**src/hw/rtl/rrts_pkg.sv**
```systemverilog
// Shared types and constants of the round-robin thread scheduler.
// Used by rrts_ctrl, rrts_dp and round_robin_thread_scheduler.
`timescale 1ns / 1ps

package rrts_pkg;

	// Slot state codes
	typedef enum logic [1:0] {
		ST_DEAD     = 2'd0,
		ST_RUNNABLE = 2'd1,
		ST_RUNNING  = 2'd2,
		ST_BLOCKED  = 2'd3
	} slot_st_t;

	// Operation codes of an input word
	typedef enum logic [1:0] {
		OP_CREATE = 2'd0,
		OP_EXIT   = 2'd1,
		OP_JOIN   = 2'd2,
		OP_YIELD  = 2'd3
	} op_t;

	localparam int OP_W   = 2;
	localparam int SLOT_W = 3;

	// Access pointer moves
	typedef enum logic [2:0] {
		PTR_HOLD,
		PTR_ZERO,
		PTR_CUR,
		PTR_TGT,
		PTR_NEXT
	} ptr_sel_t;

	// Controller states
	typedef enum logic [3:0] {
		S_IDLE,
		S_CR_SCAN,
		S_EX_KILL,
		S_EX_WAKE,
		S_JN_RANGE,
		S_JN_CHECK,
		S_JN_BLOCK,
		S_PK_DEMOTE,
		S_PK_SCAN,
		S_PK_SET,
		S_FINISH
	} state_t;

	// Commands from controller to datapath
	typedef struct packed {
		logic     take;
		ptr_sel_t ptr_sel;
		logic     cnt_clr;
		logic     st_we;
		slot_st_t st_wdata;
		logic     wait_set;
		logic     wait_clr;
		logic     cur_load;
		logic     res_new;
		logic     res_fail;
		logic     out_push;
	} cmd_t;

	// Status from datapath to controller
	typedef struct packed {
		slot_st_t rd_st;
		logic     wake_hit;
		logic     ptr_last;
		logic     cnt_last;
		logic     tgt_oob;
		logic     out_free;
	} stat_t;

endpackage

```
**src/hw/rtl/rrts_ctrl.sv**
```systemverilog
// Sequencer of the thread scheduler: walks create, exit, join and yield
// through single-slot accesses. Depends on rrts_pkg.
`timescale 1ns / 1ps

module rrts_ctrl (
	input  logic                     clk,
	input  logic                     arst_n,
	input  logic                     in_valid,
	output logic                     in_ready,
	input  logic [rrts_pkg::OP_W-1:0] op,
	input  rrts_pkg::stat_t          stat,
	output rrts_pkg::cmd_t           cmd
);
	import rrts_pkg::*;

	state_t state_q;
	state_t state_nxt;
	op_t    op_in;

	assign op_in    = op_t'(op);
	assign in_ready = (state_q == S_IDLE);

	// State register
	always_ff @(posedge clk or negedge arst_n) begin
		if (!arst_n) begin
			state_q <= S_IDLE;
		end else begin
			state_q <= state_nxt;
		end
	end

	// Next state
	always_comb begin
		state_nxt = state_q;
		unique case (state_q)
			S_IDLE: begin
				if (in_valid) begin
					unique case (op_in)
						OP_CREATE: state_nxt = S_CR_SCAN;
						OP_EXIT:   state_nxt = S_EX_KILL;
						OP_JOIN:   state_nxt = S_JN_RANGE;
						OP_YIELD:  state_nxt = S_PK_DEMOTE;
						default:   state_nxt = S_IDLE;
					endcase
				end
			end
			S_CR_SCAN: begin
				if (stat.rd_st == ST_DEAD || stat.ptr_last) begin
					state_nxt = S_FINISH;
				end
			end
			S_EX_KILL: state_nxt = S_EX_WAKE;
			S_EX_WAKE: begin
				if (stat.ptr_last) begin
					state_nxt = S_PK_DEMOTE;
				end
			end
			S_JN_RANGE: state_nxt = stat.tgt_oob ? S_FINISH : S_JN_CHECK;
			S_JN_CHECK: state_nxt = (stat.rd_st == ST_DEAD) ? S_FINISH : S_JN_BLOCK;
			S_JN_BLOCK: state_nxt = S_PK_DEMOTE;
			S_PK_DEMOTE: state_nxt = S_PK_SCAN;
			S_PK_SCAN: begin
				if (stat.rd_st == ST_RUNNABLE || stat.cnt_last) begin
					state_nxt = S_PK_SET;
				end
			end
			S_PK_SET: state_nxt = S_FINISH;
			S_FINISH: begin
				if (stat.out_free) begin
					state_nxt = S_IDLE;
				end
			end
			default: state_nxt = S_IDLE;
		endcase
	end

	// Commands
	always_comb begin
		cmd          = '0;
		cmd.ptr_sel  = PTR_HOLD;
		cmd.st_wdata = ST_DEAD;
		unique case (state_q)
			S_IDLE: begin
				if (in_valid) begin
					cmd.take = 1'b1;
					unique case (op_in)
						OP_CREATE: cmd.ptr_sel = PTR_ZERO;
						OP_EXIT:   cmd.ptr_sel = PTR_CUR;
						OP_JOIN:   cmd.ptr_sel = PTR_HOLD;
						OP_YIELD:  cmd.ptr_sel = PTR_CUR;
						default:   cmd.ptr_sel = PTR_HOLD;
					endcase
				end
			end
			// claim the lowest dead slot or report a full table
			S_CR_SCAN: begin
				if (stat.rd_st == ST_DEAD) begin
					cmd.st_we    = 1'b1;
					cmd.st_wdata = ST_RUNNABLE;
					cmd.wait_clr = 1'b1;
					cmd.res_new  = 1'b1;
				end else if (stat.ptr_last) begin
					cmd.res_fail = 1'b1;
				end else begin
					cmd.ptr_sel = PTR_NEXT;
				end
			end
			S_EX_KILL: begin
				cmd.st_we    = 1'b1;
				cmd.st_wdata = ST_DEAD;
				cmd.ptr_sel  = PTR_ZERO;
			end
			// wake every slot joined on the exiting thread
			S_EX_WAKE: begin
				if (stat.wake_hit) begin
					cmd.st_we    = 1'b1;
					cmd.st_wdata = ST_RUNNABLE;
					cmd.wait_clr = 1'b1;
				end
				cmd.ptr_sel = stat.ptr_last ? PTR_CUR : PTR_NEXT;
			end
			S_JN_RANGE: begin
				if (!stat.tgt_oob) begin
					cmd.ptr_sel = PTR_TGT;
				end
			end
			S_JN_CHECK: begin
				if (stat.rd_st != ST_DEAD) begin
					cmd.ptr_sel = PTR_CUR;
				end
			end
			S_JN_BLOCK: begin
				cmd.st_we    = 1'b1;
				cmd.st_wdata = ST_BLOCKED;
				cmd.wait_set = 1'b1;
			end
			// demote a running current slot, then start the scan at current+1
			S_PK_DEMOTE: begin
				if (stat.rd_st == ST_RUNNING) begin
					cmd.st_we    = 1'b1;
					cmd.st_wdata = ST_RUNNABLE;
				end
				cmd.ptr_sel = PTR_NEXT;
				cmd.cnt_clr = 1'b1;
			end
			S_PK_SCAN: begin
				if (stat.rd_st == ST_RUNNABLE) begin
					cmd.cur_load = 1'b1;
				end else if (stat.cnt_last) begin
					cmd.ptr_sel = PTR_CUR;
				end else begin
					cmd.ptr_sel = PTR_NEXT;
				end
			end
			S_PK_SET: begin
				cmd.st_we    = 1'b1;
				cmd.st_wdata = ST_RUNNING;
			end
			S_FINISH: begin
				cmd.out_push = stat.out_free;
			end
			default: cmd.ptr_sel = PTR_HOLD;
		endcase
	end

endmodule

```
**src/hw/rtl/rrts_dp.sv**
```systemverilog
// Datapath of the thread scheduler: slot table, access pointer, current
// slot and result register. Depends on rrts_pkg.
`timescale 1ns / 1ps

module rrts_dp #(
	parameter int THREADS = 8
) (
	input  logic                        clk,
	input  logic                        arst_n,
	input  logic [rrts_pkg::SLOT_W-1:0] target_thread,
	input  rrts_pkg::cmd_t              cmd,
	output rrts_pkg::stat_t             stat,
	output logic                        out_valid,
	input  logic                        out_ready,
	output logic                        status,
	output logic [rrts_pkg::SLOT_W-1:0] new_thread,
	output logic [rrts_pkg::SLOT_W-1:0] running_thread
);
	import rrts_pkg::*;

	localparam int SW = $clog2(THREADS);
	localparam int EW = SW + SLOT_W;

	slot_st_t          st_q [THREADS];
	logic              wv_q [THREADS];
	logic [SLOT_W-1:0] ws_q [THREADS];

	logic [SW-1:0]     ptr_q;
	logic [SW-1:0]     cnt_q;
	logic [SW-1:0]     cur_q;
	logic [SLOT_W-1:0] tgt_q;
	logic              res_status_q;
	logic [SLOT_W-1:0] res_new_q;
	logic              out_valid_q;
	logic              status_q;
	logic [SLOT_W-1:0] new_thread_q;
	logic [SLOT_W-1:0] running_q;

	logic [EW-1:0]     tgt_ext;
	logic [EW-1:0]     ptr_ext;
	logic [EW-1:0]     cur_ext;
	logic [EW-1:0]     ws_ext;
	logic              ptr_last;
	logic [SW-1:0]     ptr_inc;

	assign tgt_ext  = {{SW{1'b0}}, tgt_q};
	assign ptr_ext  = {{SLOT_W{1'b0}}, ptr_q};
	assign cur_ext  = {{SLOT_W{1'b0}}, cur_q};
	assign ws_ext   = {{SW{1'b0}}, ws_q[ptr_q]};
	assign ptr_last = (ptr_q == SW'(THREADS - 1));
	assign ptr_inc  = ptr_last ? '0 : ptr_q + 1'b1;

	// Status toward the controller
	always_comb begin
		stat.rd_st    = st_q[ptr_q];
		stat.wake_hit = wv_q[ptr_q] && (ws_ext == cur_ext);
		stat.ptr_last = ptr_last;
		stat.cnt_last = (cnt_q == SW'(THREADS - 1));
		stat.tgt_oob  = (tgt_ext >= EW'(THREADS));
		stat.out_free = !out_valid_q || out_ready;
	end

	// Slot table: state and join wait, one entry written per cycle
	always_ff @(posedge clk or negedge arst_n) begin
		if (!arst_n) begin
			for (int i = 0; i < THREADS; i++) begin
				st_q[i] <= (i == 0) ? ST_RUNNING : ST_DEAD;
				wv_q[i] <= 1'b0;
			end
		end else begin
			if (cmd.st_we) begin
				st_q[ptr_q] <= cmd.st_wdata;
			end
			if (cmd.wait_set) begin
				wv_q[ptr_q] <= 1'b1;
			end else if (cmd.wait_clr) begin
				wv_q[ptr_q] <= 1'b0;
			end
		end
	end

	// Wait target slot, payload only
	always_ff @(posedge clk) begin
		if (cmd.wait_set) begin
			ws_q[ptr_q] <= tgt_q;
		end else if (cmd.wait_clr) begin
			ws_q[ptr_q] <= '0;
		end
	end

	// Access pointer, scan count and current slot
	always_ff @(posedge clk or negedge arst_n) begin
		if (!arst_n) begin
			ptr_q <= '0;
			cnt_q <= '0;
			cur_q <= '0;
		end else begin
			case (cmd.ptr_sel)
				PTR_ZERO: ptr_q <= '0;
				PTR_CUR:  ptr_q <= cur_q;
				PTR_TGT:  ptr_q <= tgt_ext[SW-1:0];
				PTR_NEXT: ptr_q <= ptr_inc;
				default:  ptr_q <= ptr_q;
			endcase
			if (cmd.cnt_clr) begin
				cnt_q <= SW'(1);
			end else if (cmd.ptr_sel == PTR_NEXT) begin
				cnt_q <= cnt_q + 1'b1;
			end
			if (cmd.cur_load) begin
				cur_q <= ptr_q;
			end
		end
	end

	// Capture the join target and build the result
	always_ff @(posedge clk) begin
		if (cmd.take) begin
			tgt_q        <= target_thread;
			res_status_q <= 1'b0;
			res_new_q    <= '0;
		end else if (cmd.res_new) begin
			res_new_q <= ptr_ext[SLOT_W-1:0];
		end else if (cmd.res_fail) begin
			res_status_q <= 1'b1;
		end
	end

	// Output register
	always_ff @(posedge clk or negedge arst_n) begin
		if (!arst_n) begin
			out_valid_q <= 1'b0;
		end else if (cmd.out_push) begin
			out_valid_q <= 1'b1;
		end else if (out_ready) begin
			out_valid_q <= 1'b0;
		end
	end

	always_ff @(posedge clk) begin
		if (cmd.out_push) begin
			status_q     <= res_status_q;
			new_thread_q <= res_new_q;
			running_q    <= cur_ext[SLOT_W-1:0];
		end
	end

	assign out_valid      = out_valid_q;
	assign status         = status_q;
	assign new_thread     = new_thread_q;
	assign running_thread = running_q;

endmodule

```
**src/hw/rtl/round_robin_thread_scheduler.sv**
```systemverilog
// Top level of the round-robin thread scheduler: sequencer plus datapath.
// Depends on rrts_pkg, rrts_ctrl and rrts_dp.
//
//   channel | handshake           | payload
//   --------+---------------------+----------------------------------------
//   input   | in_valid / in_ready | op, target_thread
//   output  | out_valid/out_ready | status, new_thread, running_thread
//
// One word is handled at a time; each step touches one table slot.
// Create scans up from slot 0 for a dead slot; yield scans on from the current
// slot; join on a live target blocks the caller and then yields, join on a dead
// or out-of-range target just reports; exit wakes its joiners, then yields.
// Reset puts slot 0 running, all others dead; no clearing pass is needed.
// A new word is taken while the last result still waits in the output
// register; a finished result stalls only while that register is full.
`timescale 1ns / 1ps

module round_robin_thread_scheduler #(
	parameter int THREADS = 8
) (
	input  logic                        clk,
	input  logic                        arst_n,
	input  logic                        in_valid,
	output logic                        in_ready,
	input  logic [rrts_pkg::OP_W-1:0]   op,
	input  logic [rrts_pkg::SLOT_W-1:0] target_thread,
	output logic                        out_valid,
	input  logic                        out_ready,
	output logic                        status,
	output logic [rrts_pkg::SLOT_W-1:0] new_thread,
	output logic [rrts_pkg::SLOT_W-1:0] running_thread
);
	import rrts_pkg::*;

	cmd_t  cmd;
	stat_t stat;

	rrts_ctrl u_ctrl (
		.clk      (clk),
		.arst_n   (arst_n),
		.in_valid (in_valid),
		.in_ready (in_ready),
		.op       (op),
		.stat     (stat),
		.cmd      (cmd)
	);

	rrts_dp #(
		.THREADS (THREADS)
	) u_dp (
		.clk            (clk),
		.arst_n         (arst_n),
		.target_thread  (target_thread),
		.cmd            (cmd),
		.stat           (stat),
		.out_valid      (out_valid),
		.out_ready      (out_ready),
		.status         (status),
		.new_thread     (new_thread),
		.running_thread (running_thread)
	);

endmodule

```
**config.mk**
```make
export PLATFORM = sky130hd
export DESIGN_NAME = round_robin_thread_scheduler
export DESIGN_NICKNAME = d
export VERILOG_FILES = /design/src/hw/rtl/rrts_pkg.sv /design/src/hw/rtl/rrts_ctrl.sv /design/src/hw/rtl/rrts_dp.sv /design/src/hw/rtl/round_robin_thread_scheduler.sv
export SDC_FILE = /design/constraint.sdc
export NUM_CORES = 1
export LEC_CHECK = 0
export BUFFER_PORTS_ARGS = -buffer_cell sky130_fd_sc_hd__buf_4
export CAP_MARGIN = 5
export CORE_ASPECT_RATIO = 1.5
export CORE_MARGIN = 1.5
export CORE_UTILIZATION = 45
export CTS_CLUSTER_SIZE = 14
export DETAILED_ROUTE_END_ITERATION = 10
export PLACE_DENSITY = 0.72
export SLEW_MARGIN = 20
export SYNTH_ARGS = -nofsm -noshare
export SYNTH_HDL_FRONTEND = slang
export SYNTH_SLANG_ARGS = --single-unit
```
**constraint.sdc**
```tcl
create_clock -name clk -period 2.8 [get_ports clk]
set_input_delay 0.42 -clock clk [delete_from_list [all_inputs] [get_ports clk]]
set_output_delay 0.42 -clock clk [all_outputs]
set_load 0.05 [all_outputs]
```
# Word level (Yosys, flattened, before mapping)
# Memory sizes are Yosys's and may differ from the RTL's.
# Cells that the tools add are included.
# W data, S select, Z words.
# totals
ff_bits,52
mem_bits_rw,24
memories,1
output_inout_bits,9
# classes
n_eq_ne,27
reduce_logical,17
magnitude_cmp,3
bitwise,6
n_addsub,2
muxes,60
# mem_list
memory,depth,word_bits,rd,rd_clocked_by_memory_dff,write_ports,line_no,source
u_dp.ws_q,8,3,1,0,1,rrts_dp.sv:26,logic [SLOT_W-1:0] ws_q [THREADS];
# ops
cell,n
$pmux W4 S11,1
$mux W3,12
$mux W4,8
$pmux W3 S8,1
$mux W1,20
$pmux W3 S6,1
$bwmux W16,1
$eq A4 B3 Y1 const B,4
$mux W8,2
$pmux W4 S4,1
$eq A4 B4 Y1 const B,3
$mux W2,6
$pmux W3 S4,1
$eq A3 B3 Y1 const B,3
$pmux W3 S3,1
$and A8 B8 Y8,1
$eq A4 B2 Y1 const B,2
$ne A2 B1 Y1 const B,4
$not A8 Y8,1
$or A8 B8 Y8,1
$reduce_bool A2 Y1,4
$add A3 B1 Y3 const B,2
$bmux W2 S3,1
$demux W2 S3,1
25 further kinds,33

# Depth between registers and ports, before layout
# depth
word_depth,11
depth_mapped,12
mapped_depth_nobuf,7

# By module
# A second synthesis with hierarchy kept.
# unflattened
hier_cells,335
area_unflattened_um2,3858.7
# by_module_without_submodules
module,area_each_um2,cells_per_inst,n_inst
rrts_dp,3183.1,235,1
rrts_ctrl,675.6,100,1

# Worst setup path after synthesis
# OpenSTA, ideal clock, no wires.
# synth_path
path_type,reg2reg
start,reg u_ctrl.state_q[3]
end,reg u_dp.ptr_q[0]
path_slack_ns,-0.324
required_ns,2.674
arrival_time_ns,2.997
setup_time_ns,0.126
path_stages_with_launch,7
synth_period_minus_slack_ns,3.124
path_cell_list,dfrtp_1 buf_2 nor4_1 nand2_1 a2bb2oi_1 and2_1 a311o_1
# synth_via
elab_chain_cells,4
elab_cells_between_ends,15
classes_between,eq/ne: 11; mux: 2; reduce/logical: 2
# synth_lines
element,line_no,source
"start, declared",rrts_ctrl.sv:16,state_t state_q;
"start signal, assigned",rrts_ctrl.sv:28,state_q <= state_nxt;
$logic_not A4 Y1 (*),-,
named net in_ready,round_robin_thread_scheduler.sv:24,"output logic in_ready,"
$pmux W3 S8 (*),rrts_ctrl.sv:82,unique case (state_q)
"$eq A3 B3 Y1, or another cell as far along",rrts_dp.sv:98,case (cmd.ptr_sel)
$pmux W3 S4 / $reduce_bool A4 Y1 (equally long branches),-,
"end signal, assigned",rrts_dp.sv:100,PTR_CUR: ptr_q <= cur_q;
"end signal, assigned",rrts_dp.sv:101,PTR_TGT: ptr_q <= tgt_ext[SW-1:0];
"end signal, assigned",rrts_dp.sv:102,PTR_NEXT: ptr_q <= ptr_inc;
"end, declared",rrts_dp.sv:28,logic [SW-1:0] ptr_q;
# The timed path passes the listed nets; every way through them passes the cells marked *.
# A chain may end at the register's enable or synchronous reset.

# Final worst setup path
# layout_path
start,reg u_dp.ptr_q[1]
end,"mem u_dp.ws_q[6][0], enable pin"
# layout_via
elab_chain_cells,11
elab_cells_between_ends,18
classes_between,eq/ne: 1; mux: 12; bitwise: 2; reduce/logical: 2; memory: 1
# layout_lines
element,line_no,source
$not A3 Y4 (implied by the code),"rrts_dp.sv:55, rrts_dp.sv:56",
$bmux W2 S3 / $bmux W1 S3 (equally long branches),"rrts_dp.sv:55, rrts_dp.sv:56",
$mux W2 (implied by the code) / $mux W1 (equally long branches) (2 in a row),"rrts_dp.sv:55, rrts_dp.sv:56",
$logic_not A2 Y1 / $logic_and A1 B1 Y1 (equally long branches),"rrts_ctrl.sv:97, rrts_dp.sv:56",
$mux W1 (on tied branches),"rrts_ctrl.sv:97, rrts_ctrl.sv:115",
$pmux W1 S2,rrts_ctrl.sv:82,
$mux W1,rrts_dp.sv:86,end else if (cmd.wait_clr) begin
$mux W1,rrts_dp.sv:84,if (cmd.wait_set) begin
$mux W1 (implied by the code),rrts_dp.sv:87,ws_q[ptr_q] <= '0;
$or A1 B1 Y1 (no source line),-,
"end, declared",rrts_dp.sv:26,
# Parallel ways exist; a longest one is shown, timed or not. The select of a mux whose other input is x is not followed.

==> impl_metrics.tcl <==
set metrics [dict create \
    cts.sinks 76 \
    synth_nets 368 \
    fp.dieH_um 119 \
    yosys.area.top_type_share_pct 25.3 \
    p_leak_nw 1.82 \
    io_pins 18 \
    dieWidth_um 80.3 \
    setup_tns_ns 0 \
    rows 42 \
    grt_overflow_total 0 \
    antenna_cells 0 \
    dr_total_vias 2869 \
    cts_max_level 3 \
    maxSlewHeadroom_pct 49.9 \
    drtIter0Drc 157 \
    status "completed" \
    netlist_instances 350 \
    setup_viol 0 \
    final_nets 395 \
    antenna_found_initial 0 \
    ir_drop_uv 515 \
    syn_area_per_cell_um2 11.5 \
    dp_hpwl_mm 6.47 \
    crit_path_start_kind "flip-flop" \
    area_delta_synth_final_pct 14.8 \
    rr_startpoint "u_dp.ptr_q[1]" \
    grt_max_degree 39 \
    fin_skew_ns 0.00482 \
    ys_seq_area_share_pct 50.9 \
    synth_cell_type_count 61 \
    synthFlopType "dfrtp_1" \
    drive_above_1_share_pct 21.7 \
    max_freq_mhz 377 \
    place.gp.congestion 0.935 \
    reg2regPathDepth 7 \
    synthArstFlopShare_pct 50.0 \
    synth_area_leader_cell "edfxtp_1" \
    clk_path_buf_depth 2 \
    floorplan.initialDensity_pct 46.0 \
    startpoint "u_dp.ptr_q[1]" \
    vias_per_cell 5.83 \
    r2r-end "u_dp.ws_q[6][0]" \
    core-area_um2 8780 \
    routed_wl_mm 8.84 \
    drtAntennaViolNets 0 \
    rsz0062_at_grt "yes" \
    power.total_mw 5.10 \
    fin_crit_ns 2.65 \
    holdWs_ns 0.0455 \
    crit_required_ns 2.81 \
    drv_cap 0 \
    fillers 743 \
    power.density_nw_per_um2 1100 \
    end_kind "flip-flop" \
    crit_arrival_ns 2.66 \
    wire_per_inst_um 18.0 \
    drc_errors 0 \
    hold_viol_final 0 \
    yosysWarnings 0 \
    postCtsHoldBufs 0 \
    cts_tree "built" \
    synth_area_um2 4030 \
    die-area_um2 9550 \
    dp_cells 476 \
    grtUsageTotal_pct 20.7 \
    cts_buffers 9 \
    stdcell_area_um2 4630 \
    path_max_fanout 12 \
    r2r_slack_ns 0.15 \
    finalCritPeriodShare_pct 94.8 \
    clk_pin_slew_ns 0.06 \
    hp-class "input pin to asynchronous set/reset pin" \
    final_cells 492 \
    postPlaceCellArea_um2 4330 \
    dr.pass1.iters 6 \
    synth_edf_count 34 \
    final_cell_mix "buf_4 (38), dfrtp_1 (37), edfxtp_1 (34)" \
    worstSetupPathType "flip-flop to flip-flop" \
    ys_seq_elements 76 \
    final_common_cell "buf_4" \
    grt_pass1_wl_mm 14.9 \
    synth_area_leaders "edfxtp_1 (25%), dfrtp_1 (23%), mux2i_1 (6.7%), o21ai_0 (4.1%), mux2_2 (3.9%)" \
    io_buffers 17 \
    clock_latency_ns 0.34 \
    clockRootBuffer "clkbuf_16" \
    tightest_slew_ns 0.744 \
    report.final.slew_viol_count 0 \
    grt_pass1_vias 2931 \
]
cells by family (layout without fill, tap and decap cells):
kind of cell	count (synthesis)	count (layout)	synth area share, %
buf+inv	28	60	4.19
xor+xnor	3	3	0.652
flops	76	76	50.9
simple gates	87	87	11.5
compound gates	101	101	16.8
mux	46	46	13.1
fa+ha+maj	9	9	2.79
layout make-up:
cell class | instances | area [um2] | share of cell area (%)
multi-input combinational | 246 | 1820 | 39.3
clock buffer | 10 | 250 | 5.41
clock inverter | 6 | 45.0 | 0.973
inverter | 5 | 18.8 | 0.406
timing repair buffer | 39 | 305 | 6.60
sequential | 76 | 2050 | 44.4
tap | 110 | 138 | 2.97
how the worst max path moves through the flow:
stage	endpoint	slack, ns	cells past startpoint
floorplan	u_dp.ws_q[7][0]	-0.07	11
global placement	u_dp.ws_q[7][0]	0.25	6
detailed placement	u_dp.ws_q[6][0]	0.16	7
CTS	u_dp.ws_q[6][0]	0.13	7
global route	u_dp.ws_q[7][0]	-0.07	7
finish	u_dp.ws_q[6][0]	0.15	7
per-stage QoR:
| stage | worst slack, ns | util, % |
|---|---|---|
| detailed placement | 0.160 | 49.4 |
| global route | -0.0719 | 52.7 |
| finish | 0.146 | 52.7 |
| floorplan | -0.0743 | - |
| CTS | 0.134 | 52.7 |
| global placement | 0.245 | 49.4 |
synthesized netlist by cell type (4+ instances only):
master / count
nor3_1: 5
o21ai_0: 33
nor4_1: 4
nor2b_1: 5
dfxtp_1: 4
nor2_1: 15
mux4_2: 4
a21o_1: 9
dfrtp_1: 37
buf_2: 9
edfxtp_1: 34
buf_6: 5
a21oi_1: 15
mux2_2: 14
and2_1: 7
buf_4: 4
inv_1: 5
nand3_1: 4
nand2_1: 21
a31oi_1: 10
mux2i_1: 27
ha_1: 9
nand2b_1: 12
per-layer routing:
layer	share of wire, %	routed length, um	vias up	track usage (%)
met5	0	0	-	0
li1	-	-	1362	-
met4	3.4	298	0	11.2
met2	53	4720	58	35.4
met1	40	3550	1425	24.5
met3	3.1	276	24	2.99
timing repair:
action,4_1_cts,5_1_grt
setup buffers,0,0
gates resized for setup,0,0
endpoints found under the setup margin,0,21
report_power, final:
part | internal (mW) | leakage [nW] | switching, mW | total [mW]
registers | 1.49 | 0.801 | 0.168 | 1.65
clock network | 0.658 | 0.137 | 0.469 | 1.13
logic | 0.971 | 0.885 | 1.34 | 2.32
worst max-delay path, stage by stage (launching register included):
cell and delay [ns]:
dfrtp_1 0.41, buf_4 0.23, mux2i_1 0.22, o22ai_1 0.10
or3_1 0.34, a2111o_1 0.44, nor2b_2 0.24, a21oi_1 0.33
No activity file was read; power rests on OpenSTA's default activity.
